$ cat config.mk
export PLATFORM = sky130hd
export DESIGN_NAME = nprm_sqrt_cell
export DESIGN_NICKNAME = d
export VERILOG_FILES = /design/src/design/nprm_pkg.sv /design/src/design/nprm_sqrt_cell.sv
export SDC_FILE = /design/constraint.sdc
export NUM_CORES = 1
export LEC_CHECK = 0
export BUFFER_PORTS_ARGS = -buffer_cell sky130_fd_sc_hd__buf_2
export CORE_AREA = 2 2 465 467
export DETAILED_ROUTE_END_ITERATION = 16
export DIE_AREA = 0 0 467 469
export PLACE_DENSITY_LB_ADDON = 0.25
export SYNTH_ARGS = -nofsm -noshare
export SYNTH_HDL_FRONTEND = slang
export SYNTH_SLANG_ARGS = --single-unit
$ cat constraint.sdc
create_clock -name clk -period 14.43 [get_ports clk]
set_input_delay 1.443 -clock clk [delete_from_list [all_inputs] [get_ports clk]]
set_output_delay 1.443 -clock clk [all_outputs]
set_load 0.05 [all_outputs]
$ cat src/design/nprm_pkg.sv
// shared types, constants and palette table for the nearest palette color match core
package nprm_pkg;

  localparam int NUM_ENTRIES = 16;
  localparam int IDX_W       = 4;
  localparam int CH_W        = 8;
  localparam int SQ_W        = 2 * CH_W;
  localparam int SUM_W       = SQ_W + 2;
  localparam int ROOT_W      = SUM_W / 2;
  localparam int REM_W       = ROOT_W + 1;
  localparam int SQRT_STEPS  = ROOT_W;

  // entry that holds the best match before the scan starts
  localparam logic [IDX_W-1:0] START_IDX = IDX_W'(1);
  // entry that repeats entry 0 and can never win
  localparam logic [IDX_W-1:0] DUP_IDX   = IDX_W'(8);

  typedef logic [ROOT_W-1:0] root_t;

  typedef struct packed {
    logic [SUM_W-1:0] rad;
    logic [REM_W-1:0] rem;
    root_t            root;
  } sqrt_lane_t;

  typedef struct packed {
    sqrt_lane_t [NUM_ENTRIES-1:0] lane;
  } sqrt_word_t;

  typedef struct packed {
    root_t [NUM_ENTRIES-1:0] root;
    logic  [IDX_W-1:0]       best_idx;
    root_t                   best_root;
  } cmp_word_t;

  // palette as {red, green, blue}
  function automatic logic [3*CH_W-1:0] pal_color(input logic [IDX_W-1:0] idx);
    logic [3*CH_W-1:0] c;
    case (idx)
      4'd0:    c = {8'd0,   8'd0,   8'd0};
      4'd1:    c = {8'd0,   8'd0,   8'd178};
      4'd2:    c = {8'd0,   8'd178, 8'd0};
      4'd3:    c = {8'd0,   8'd178, 8'd178};
      4'd4:    c = {8'd178, 8'd0,   8'd0};
      4'd5:    c = {8'd255, 8'd127, 8'd255};
      4'd6:    c = {8'd204, 8'd153, 8'd102};
      4'd7:    c = {8'd127, 8'd127, 8'd127};
      4'd8:    c = {8'd0,   8'd0,   8'd0};
      4'd9:    c = {8'd102, 8'd102, 8'd255};
      4'd10:   c = {8'd102, 8'd255, 8'd102};
      4'd11:   c = {8'd0,   8'd255, 8'd100};
      4'd12:   c = {8'd255, 8'd102, 8'd102};
      4'd13:   c = {8'd255, 8'd204, 8'd255};
      4'd14:   c = {8'd255, 8'd255, 8'd0};
      4'd15:   c = {8'd255, 8'd255, 8'd255};
      default: c = '0;
    endcase
    return c;
  endfunction

  function automatic logic [SQ_W-1:0] sq_diff(input logic [CH_W-1:0] a,
                                              input logic [CH_W-1:0] b);
    logic [CH_W-1:0] d;
    d = (a >= b) ? (a - b) : (b - a);
    return SQ_W'(d * d);
  endfunction

  // squared euclidean distance from a color to one palette entry
  function automatic logic [SUM_W-1:0] entry_sum(input logic [IDX_W-1:0] idx,
                                                 input logic [CH_W-1:0]  r,
                                                 input logic [CH_W-1:0]  g,
                                                 input logic [CH_W-1:0]  b);
    logic [3*CH_W-1:0] c;
    c = pal_color(idx);
    return SUM_W'(sq_diff(c[3*CH_W-1:2*CH_W], r))
         + SUM_W'(sq_diff(c[2*CH_W-1:CH_W], g))
         + SUM_W'(sq_diff(c[CH_W-1:0], b));
  endfunction

endpackage

$ cat src/design/nprm_sqrt_cell.sv
// one digit step of the floor square root for all palette lanes, registered
module nprm_sqrt_cell (
  input  logic                 clk,
  input  logic                 rst_n,
  input  logic                 up_valid,
  output logic                 up_ready,
  input  nprm_pkg::sqrt_word_t up_data,
  output logic                 dn_valid,
  input  logic                 dn_ready,
  output nprm_pkg::sqrt_word_t dn_data
);

  logic                 valid_r;
  nprm_pkg::sqrt_word_t data_r;
  nprm_pkg::sqrt_word_t data_nxt;

  assign up_ready = !valid_r || dn_ready;
  assign dn_valid = valid_r;
  assign dn_data  = data_r;

  // bring down the next two radicand bits, try root*4+1
  always_comb begin
    logic [nprm_pkg::REM_W+1:0] cat;
    logic [nprm_pkg::REM_W+1:0] trial;
    for (int i = 0; i < nprm_pkg::NUM_ENTRIES; i++) begin
      cat   = {up_data.lane[i].rem, up_data.lane[i].rad[nprm_pkg::SUM_W-1 -: 2]};
      trial = (nprm_pkg::REM_W + 2)'({up_data.lane[i].root, 2'b01});
      data_nxt.lane[i].rad = {up_data.lane[i].rad[nprm_pkg::SUM_W-3:0], 2'b00};
      if (cat >= trial) begin
        data_nxt.lane[i].rem  = nprm_pkg::REM_W'(cat - trial);
        data_nxt.lane[i].root = {up_data.lane[i].root[nprm_pkg::ROOT_W-2:0], 1'b1};
      end else begin
        data_nxt.lane[i].rem  = nprm_pkg::REM_W'(cat);
        data_nxt.lane[i].root = {up_data.lane[i].root[nprm_pkg::ROOT_W-2:0], 1'b0};
      end
    end
  end

  always_ff @(posedge clk) begin
    if (!rst_n) begin
      valid_r <= 1'b0;
    end else if (up_ready) begin
      valid_r <= up_valid;
    end
  end

  always_ff @(posedge clk) begin
    if (up_ready && up_valid) begin
      data_r <= data_nxt;
    end
  end

endmodule

==> impl_metrics.yaml <==
outcome:
  status: "finished clean"
routing:
  postRouteAntennaNets: 0
  drc: 0
  vias_per_cell: 3.53
  drtIter0Drc: 1305
  post_drt_wl_per_cell_um: 25.1
  wl_um: 154000
  first_pass_iters: 6
  dr_total_vias: 21663
layout:
  fin_nets: 3986
  layoutNonFillerInstCount: 6140
  fin_area_mm2: 0.0390
  area_growth_pct: 43.8
  drive_gt1_share_pct: 44.0
logic_synthesis:
  syn_avg_cell_area_um2: 13.7
  synth_edf_count: 560
  synthCells: 1979
  synthFlopType: "edfxtp_1"
  yosysWarnings: 0
  ys_async_sr_fraction_pct: 0
  synth.cell_area_mm2: 0.0271
  yosysSeqAreaShare_pct: 62.1
  synth-seq-cells: 561
  ys_types: 53
floorplan:
  core_region_area_mm2: 0.214
  start_util_pct: 12.7
  io_pins: 1190
  die_w_um: 467
  dieHeight_um: 469
  die_area_mm2: 0.219
  num_rows: 170
global_routing:
  grt_first_pass_wirelength_um: 195000
  grt_pass1_vias: 21240
  grt.overflow.total: 0
  use_met3_pct: 5.38
  use_met1_pct: 15.5
  busiest_layer: "met2"
  antenna_found_initial: 169
  use_met2_pct: 22.1
  track_usage_pct: 13.3
  grt_max_degree: 126
power:
  irDropWorstVdd_uv: 78.8
  switchingPower_w: 0.00179
  clkPwrFrac_pct: 37.1
  internal-power_w: 0.00345
  p_seq_share_pct: 38.4
  leakage_nw: 16.5
  power_density_mw_per_mm2: 135
  p_sw_share_pct: 34.2
  p_comb_share_pct: 24.5
sta:
  finalHoldViolCount: 0
  setup_tns_ps: 0
  whs_ps: 571
  fmax_mhz: 252
  fin_worst_skew_ps: 15.6
  rsz0062_at_grt: "false"
  drv_slew: 0
  finalCriticalPeriod_ps: 3970
  setup_violations: 0
  timing.final.crit_share_pct: 27.5
  relSlewSlack_pct: 23.8
  setup_slack_ps: 10460
  worstMarginPinSlew_ps: 1140
placement:
  dpl.cell_count: 5971
  dp_slack_ps: 9670
  port_buffers: 1157
  dp_hpwl_um: 132000
  dpl-instance-area_mm2: 0.0364
  gp_congestion: 0.832
critical_path:
  crit_fanout: 125
  critPathKind: "in2reg"
  crit_required_ps: 14730
  cp-start-kind: "primary input"
  cp-end-kind: "flop"
  cp.arrival_ps: 4270
clock_network:
  cts_htree_levels: 3
  cts_tree: "done"
  cts.hold.buffers_added: 0
  numCtsBuffers: 79
  clk_transition_reported_paths_ps: 60
  root_buffer: "clkbuf_16"
  insertion_delay_ps: 700
  cts_setup_buffers: 0
  cts_buffer_depth: 3
  cts_resized: 0
  cts_sinks: 561
min_path:
  hp-class: "reg2reg"
flow_run:
  drv_cap: 0
==> cell usage in the layout, fill, tap and decap left out, drive strengths merged, types with 26 or more instances in the layout <==
master  Yosys  final
a31oi      26     26
ha        176    176
o21ai      81     81
o21a       26     26
buf        48   1173
conb        1     32
nor3       30     30
nor2       99     99
a21oi     101    101
o311ai     27     27
mux2      128    128
nand3      26     26
edfxtp    560    560
xnor2      80     80
diode       0     28
nand2      61     61
clkbuf      2     91
inv       259    264
clkinv      0     32
==> per-stage QoR <==
stage | power [W] | utilization (%)
3_3_place_gp | 0.00336 | 17.0
6_report | 0.00525 | 18.2
5_1_grt | 0.00550 | 18.2
2_1_floorplan | 0.00292 | -
4_1_cts | 0.00539 | 18.2
3_5_place_dp | 0.00336 | 17.0
==> layer usage <==
| metal | vias up | share of wire, % | wire length [um] |
|---|---|---|---|
| met5 | - | 0.34 | 522 |
| met4 | 86 | 2.9 | 4530 |
| met3 | 318 | 11 | 17000 |
| met2 | 1123 | 47 | 72400 |
| met1 | 10295 | 39 | 59600 |
| li1 | 9841 | - | - |
==> critical path, cell delays in order <==
cell	delay (ps)
buf_2	80
nand2b_1	140
and2_4	170
buf_12	550
buf_4	730
buf_4	860
==> cell families after synthesis <==
logic type / Yosys count / share of synthesized area [%]
flops: 561 / 62.1
xor+xnor: 89 / 2.87
fa+ha+maj: 176 / 8.12
buf+inv: 309 / 5.00
other cells: 1 / 0.0138
mux: 149 / 6.96
simple gates: 310 / 5.62
compound gates: 384 / 9.37
==> cell usage after synthesis (12+ instances only) <==
cell type | count | share of area [%]
ha_1 | 176 | 8.1
buf_4 | 32 | 0.89
a21boi_0 | 17 | 0.47
inv_1 | 259 | 3.6
o311ai_0 | 27 | 0.87
mux2i_1 | 21 | 0.77
o211ai_1 | 19 | 0.53
edfxtp_1 | 560 | 62
nor2b_1 | 21 | 0.48
nand3b_1 | 13 | 0.36
a31oi_1 | 26 | 0.60
a21oi_1 | 101 | 1.9
xnor2_1 | 80 | 2.6
mux2_4 | 63 | 3.5
o21a_1 | 26 | 0.72
nand3_1 | 26 | 0.48
a211o_1 | 12 | 0.39
nor3_1 | 30 | 0.55
nand2_1 | 61 | 0.84
mux2_2 | 65 | 2.7
nor2_1 | 99 | 1.4
and3_1 | 18 | 0.42
o21ai_0 | 72 | 1.3
a21o_1 | 17 | 0.47
==> state kept, by name (all words and copies together) (netlist names) <==
name and count:
dn_valid 1, dn_data 560
==> layout make-up <==
class | instances | area (um2)
Clock inverter | 50 | 435
Timing Repair Buffer | 1173 | 5920
Sequential cell | 561 | 16800
Inverter | 259 | 972
Antenna cell | 28 | 70.1
Clock buffer | 91 | 2060
Multi-Input combinational cell | 1140 | 9150
Fill cell | 23660 | 175000
Tap cell | 2838 | 3550
==> path summary, 6_finish.rpt <==
check	startpoint	end	slack, ps	depth (start not counted)
max reg2reg	dn_valid	dn_data[28]	11000	5
min reg2reg	dn_valid	dn_valid	570	2
max	dn_ready	dn_data[28]	10460	6
min	dn_valid	dn_valid	570	2
==> power by group through the flow <==
stage	clock [W]	sequential (W)	combinational, W
after CTS	0.00206	0.00202	0.00132
after floorplan	0	0.00248	0.000446
after global routing	0.00210	0.00202	0.00138
final	0.00195	0.00201	0.00129
after detailed placement	0	0.00205	0.00131
after global placement	0	0.00205	0.00131
(Power assumes the default switching activity.)
