===== config.mk =====
export PLATFORM = sky130hd
export DESIGN_NAME = nprm_cmp_cell
export DESIGN_NICKNAME = d
export VERILOG_FILES = /design/src/design/nprm_pkg.sv /design/src/design/nprm_cmp_cell.sv
export SDC_FILE = /design/constraint.sdc
export NUM_CORES = 1
export LEC_CHECK = 0
export BUFFER_PORTS_ARGS = -buffer_cell sky130_fd_sc_hd__buf_4
export CAP_MARGIN = 15
export CORE_ASPECT_RATIO = 0.7
export CORE_MARGIN = 3
export CORE_UTILIZATION = 45
export CTS_CLUSTER_SIZE = 24
export DETAILED_ROUTE_END_ITERATION = 8
export GPL_TIMING_DRIVEN = 0
export PLACE_DENSITY = 0.88
export SYNTH_ARGS = -nofsm -noshare
export SYNTH_HDL_FRONTEND = slang
export SYNTH_SLANG_ARGS = --single-unit

===== constraint.sdc =====
create_clock -name clk -period 6.4 [get_ports clk]
set_clock_uncertainty 0.05 [all_clocks]
set_input_delay 1.28 -clock clk [delete_from_list [all_inputs] [get_ports clk]]
set_output_delay 1.28 -clock clk [all_outputs]
set_load 0.01 [all_outputs]

===== src/design/nprm_pkg.sv =====
// shared types, constants and palette table for the nearest palette color match core
package nprm_pkg;

  localparam int NUM_ENTRIES = 16;
  localparam int IDX_W       = 4;
  localparam int CH_W        = 8;
  localparam int SQ_W        = 2 * CH_W;
  localparam int SUM_W       = SQ_W + 2;
  localparam int ROOT_W      = SUM_W / 2;
  localparam int REM_W       = ROOT_W + 1;
  localparam int SQRT_STEPS  = ROOT_W;

  // entry that holds the best match before the scan starts
  localparam logic [IDX_W-1:0] START_IDX = IDX_W'(1);
  // entry that repeats entry 0 and can never win
  localparam logic [IDX_W-1:0] DUP_IDX   = IDX_W'(8);

  typedef logic [ROOT_W-1:0] root_t;

  typedef struct packed {
    logic [SUM_W-1:0] rad;
    logic [REM_W-1:0] rem;
    root_t            root;
  } sqrt_lane_t;

  typedef struct packed {
    sqrt_lane_t [NUM_ENTRIES-1:0] lane;
  } sqrt_word_t;

  typedef struct packed {
    root_t [NUM_ENTRIES-1:0] root;
    logic  [IDX_W-1:0]       best_idx;
    root_t                   best_root;
  } cmp_word_t;

  // palette as {red, green, blue}
  function automatic logic [3*CH_W-1:0] pal_color(input logic [IDX_W-1:0] idx);
    logic [3*CH_W-1:0] c;
    case (idx)
      4'd0:    c = {8'd0,   8'd0,   8'd0};
      4'd1:    c = {8'd0,   8'd0,   8'd178};
      4'd2:    c = {8'd0,   8'd178, 8'd0};
      4'd3:    c = {8'd0,   8'd178, 8'd178};
      4'd4:    c = {8'd178, 8'd0,   8'd0};
      4'd5:    c = {8'd255, 8'd127, 8'd255};
      4'd6:    c = {8'd204, 8'd153, 8'd102};
      4'd7:    c = {8'd127, 8'd127, 8'd127};
      4'd8:    c = {8'd0,   8'd0,   8'd0};
      4'd9:    c = {8'd102, 8'd102, 8'd255};
      4'd10:   c = {8'd102, 8'd255, 8'd102};
      4'd11:   c = {8'd0,   8'd255, 8'd100};
      4'd12:   c = {8'd255, 8'd102, 8'd102};
      4'd13:   c = {8'd255, 8'd204, 8'd255};
      4'd14:   c = {8'd255, 8'd255, 8'd0};
      4'd15:   c = {8'd255, 8'd255, 8'd255};
      default: c = '0;
    endcase
    return c;
  endfunction

  function automatic logic [SQ_W-1:0] sq_diff(input logic [CH_W-1:0] a,
                                              input logic [CH_W-1:0] b);
    logic [CH_W-1:0] d;
    d = (a >= b) ? (a - b) : (b - a);
    return SQ_W'(d * d);
  endfunction

  // squared euclidean distance from a color to one palette entry
  function automatic logic [SUM_W-1:0] entry_sum(input logic [IDX_W-1:0] idx,
                                                 input logic [CH_W-1:0]  r,
                                                 input logic [CH_W-1:0]  g,
                                                 input logic [CH_W-1:0]  b);
    logic [3*CH_W-1:0] c;
    c = pal_color(idx);
    return SUM_W'(sq_diff(c[3*CH_W-1:2*CH_W], r))
         + SUM_W'(sq_diff(c[2*CH_W-1:CH_W], g))
         + SUM_W'(sq_diff(c[CH_W-1:0], b));
  endfunction

endpackage


===== src/design/nprm_cmp_cell.sv =====
// one palette entry of the best-match scan, registered
module nprm_cmp_cell (
  input  logic                          clk,
  input  logic                          rst_n,
  input  logic [nprm_pkg::IDX_W-1:0]    cell_idx,
  input  logic                          up_valid,
  output logic                          up_ready,
  input  nprm_pkg::cmp_word_t           up_data,
  output logic                          dn_valid,
  input  logic                          dn_ready,
  output nprm_pkg::cmp_word_t           dn_data
);

  logic                valid_r;
  nprm_pkg::cmp_word_t data_r;
  nprm_pkg::cmp_word_t data_nxt;

  assign up_ready = !valid_r || dn_ready;
  assign dn_valid = valid_r;
  assign dn_data  = data_r;

  // strictly smaller wins, ties keep the earlier winner
  always_comb begin
    data_nxt = up_data;
    if (up_data.root[cell_idx] < up_data.best_root) begin
      data_nxt.best_idx  = cell_idx;
      data_nxt.best_root = up_data.root[cell_idx];
    end
  end

  always_ff @(posedge clk) begin
    if (!rst_n) begin
      valid_r <= 1'b0;
    end else if (up_ready) begin
      valid_r <= up_valid;
    end
  end

  always_ff @(posedge clk) begin
    if (up_ready && up_valid) begin
      data_r <= data_nxt;
    end
  end

`ifndef NO_ASSERTIONS
  a_best_matches_root: assert property (@(posedge clk) disable iff (!rst_n)
    valid_r |-> data_r.root[data_r.best_idx] == data_r.best_root)
    else $error("best root does not match root of best index");

  a_best_not_worse: assert property (@(posedge clk) disable iff (!rst_n)
    valid_r |-> data_r.best_root <= data_r.root[cell_idx])
    else $error("best root larger than root of scanned entry");

  a_dup_never_best: assert property (@(posedge clk) disable iff (!rst_n)
    valid_r |-> data_r.best_idx != nprm_pkg::DUP_IDX)
    else $error("duplicate entry became best match");
`endif

endmodule


==> flow_summary.yaml <==
logic_synthesis:
  yosysMostFrequentCell: "edfxtp_1"
  synth-edff-count: 157
  synth_top_area_share_pct: 74.9
  synthesis.instances: 300
  synthFlopType: "edfxtp_1"
  syn_nets: 473
  syn_avg_cell_area_um2: 21.0
  synthDistinctLibCells: 34
  synth-seq-area-share_pct: 75.2
  ys_top_cells_by_area: "edfxtp_1 75%, mux4_2 11%, mux2_4 2.1%"
  yosys_warnings: 0
  netlist_top_cells_count: "157 x edfxtp_1, 32 x mux4_2, 17 x a22oi_1"
  synth-seq-cells: 158
  synth_top_cell_by_area: "edfxtp_1"
  synthArstFlopShare_pct: 0
  netlist_area_mm2: 0.00629
grt:
  first_global_vias: 4766
  grt_max_degree: 77
  grt_overflow_total: 0
  antenna_found_initial: 0
  grt.total_usage_pct: 25.1
  grt_pass1_wl_um: 28400
timing:
  timing.final.ws_setup_ns: 1.26
  period_share_pct: 80.3
  fmax_ghz: 0.195
  whs_ns: 0.540
  hold_violations: 0
  slew_headroom_pct: 42.5
  finalSetupViolations: 0
  slew_viol_final: 0
  worstMarginPinSlew_ns: 0.862
  rsz0062_at_grt: "false"
  finalCriticalPeriod_ns: 5.14
final_layout:
  nets: 816
  area_growth_pct: 51.7
  drive_above_1_share_pct: 61.6
  post-route-util_pct: 71.3
  n_antenna_cell: 0
  stdcell_count: 841
drt:
  viasPerCell: 5.27
  firstDrtPassIters: 4
  routed_wirelength_um: 19700
  wl_per_cell_um: 23.4
  dr.first_iter.drc_count: 291
  vias: 4430
  ant_nets: 0
  drc: 0
cts:
  postCtsHoldBufs: 0
  clk_latency_ns: 0.41
  h-tree-depth: 4
  clk_pin_slew_ns: 0.07
  cts_buffers: 17
  cts_tree: "done"
  ctsRootBufferMaster: "clkbuf_16"
  cts.repair.resized: 0
  cts_setup_buffers: 0
  clockBufferDepth: 2
  clock_sinks: 158
setup_path:
  critical_path_depth: 13
  r2r_slack_ns: 4.82
  slowest_delay_ns: 0.71
  critPathMaxFanout: 10
  crit_chain: "buf_4, clkbuf_1, clkbuf_1, mux4_2, a22oi_1, nand2_1, ha_1, nand4_1, nor3_1, inv_1, o31ai_2, buf_6, mux2_4"
  crit_path_end_kind: "flop"
  reg2reg_to: "dn_data[8]$_DFFE_PP_"
  worst_setup_path_start_kind: "input pin"
  cp_slowest_cell: "clkbuf_1"
  crit_buf_inv: 5
  crit_end: "dn_data[8]$_DFFE_PP_"
  r2r-start: "dn_valid$_SDFFE_PN0N_"
  r2r_cells: 3
  cp.required_ns: 6.50
  cp_top_family: "buffers and inverters"
  path_class: "in2reg"
  cpMostUsedCell: "clkbuf_1"
  arrival_ns: 5.24
  critPathLaunch: "cell_idx[1]"
placed_design:
  dpl.hpwl_um: 15100
  port_buffers: 322
  place_inst: 809
  place_congestion: 0.819
  dp_slack_ns: 0.918
floorplanning:
  start_util_pct: 47.0
  core_area_mm2: 0.0134
  die_x_um: 147
  die_h_um: 105
  ios: 324
  rows: 35
  dieArea_mm2: 0.0155
pwr:
  p_sw_share_pct: 23.5
  power_frac_clock_pct: 36.3
  p_leak_nw: 3.98
  cellPowerDensity_mw_per_mm2: 273
  p_total_w: 0.00260
  pwr-share-comb_pct: 16.0
  ir_drop_mv: 0.194
  p_seq_share_pct: 47.7
  p_sw_w: 0.000611
  internal_power_w: 0.00199
run_status:
  outcome: "finished, final reports clean"
run:
  drv_cap: 0
min_path:
  hold_path.class: "reg2reg"
-- layout by cell type, fill, tap and decap left out, types with 4 or more instances in the layout --
cell type,count
buf_4,322
edfxtp_1,157
mux4_2,32
a22oi_1,17
clkbuf_16,17
clkbuf_1,11
nand2_1,11
inv_1,10
mux2_4,9
ha_1,8
buf_2,5
nor2_1,4
mux2i_1,4
a21oi_1,4
-- power groups by stage --
stage | clock [W] | sequential [W] | combinational [W]
floorplan | 0 | 0.00130 | 0.000141
global placement | 0 | 0.00127 | 0.000400
detailed placement | 0 | 0.00126 | 0.000417
CTS | 0.000955 | 0.00124 | 0.000420
global route | 0.000997 | 0.00125 | 0.000446
finish | 0.000946 | 0.00124 | 0.000417
-- worst register-to-register path, delay by kind of cell (launching register included) --
family	cells	cell delay (ns)
buffers and inverters	1	0.34
DFF	1	0.32
and+or+nand+nor	2	0.45
-- worst min path at each step --
stage                     depth (start not counted)                   from  slack [ns]               endpoint
after floorplan                                   2  dn_valid$_SDFFE_PN0N_        0.56  dn_valid$_SDFFE_PN0N_
after global placement                            2  dn_valid$_SDFFE_PN0N_        0.48  dn_valid$_SDFFE_PN0N_
after detailed placement                          2  dn_valid$_SDFFE_PN0N_        0.52  dn_valid$_SDFFE_PN0N_
after CTS                                         2  dn_valid$_SDFFE_PN0N_        0.53  dn_valid$_SDFFE_PN0N_
after global routing                              2  dn_valid$_SDFFE_PN0N_        0.58  dn_valid$_SDFFE_PN0N_
final                                             2  dn_valid$_SDFFE_PN0N_        0.54  dn_valid$_SDFFE_PN0N_
-- kinds of logic after synthesis --
| group | share of synthesized area (%) |
|---|---|
| DFF | 75.2 |
| muxes | 15.6 |
| AOI/OAI and AO/OA | 3.58 |
| and+or+nand+nor | 2.37 |
| buffers and inverters | 1.65 |
| adders and majority gates | 1.59 |
-- through the flow --
step                cell area, um^2  TNS, ns
finish                         9550        0
global placement               8940   -63.77
CTS                            9550        0
detailed placement             9000        0
global route                   9550        0
floorplan                      6290        0
-- cell type report --
class                   count  area [um^2]
multi-input cells         118         1460
well taps                 185          231
clock inverters             9         88.8
plain buffers              14         66.3
repair buffers            324         2470
inverters                  10         37.5
flip-flops and latches    158         4730
clock buffers              23          458
fillers                   919         3850
-- registers in the layout, summed over array words and instances, names as in the netlist --
| signal | flops |
|---|---|
| dn_valid | 1 |
| dn_data | 157 |
-- per-layer routing --
layer | global-route usage [%] | wire length, um | share of wire, % | vias to the layer above
li1 | - | - | - | 1930
met1 | 27.4 | 6730 | 34 | 2213
met2 | 44.3 | 10300 | 52 | 255
met3 | 10.8 | 2160 | 11 | 32
met4 | 8.05 | 482 | 2.5 | 0
met5 | 0 | 0 | 0 | -
(Power assumes the default switching activity.)
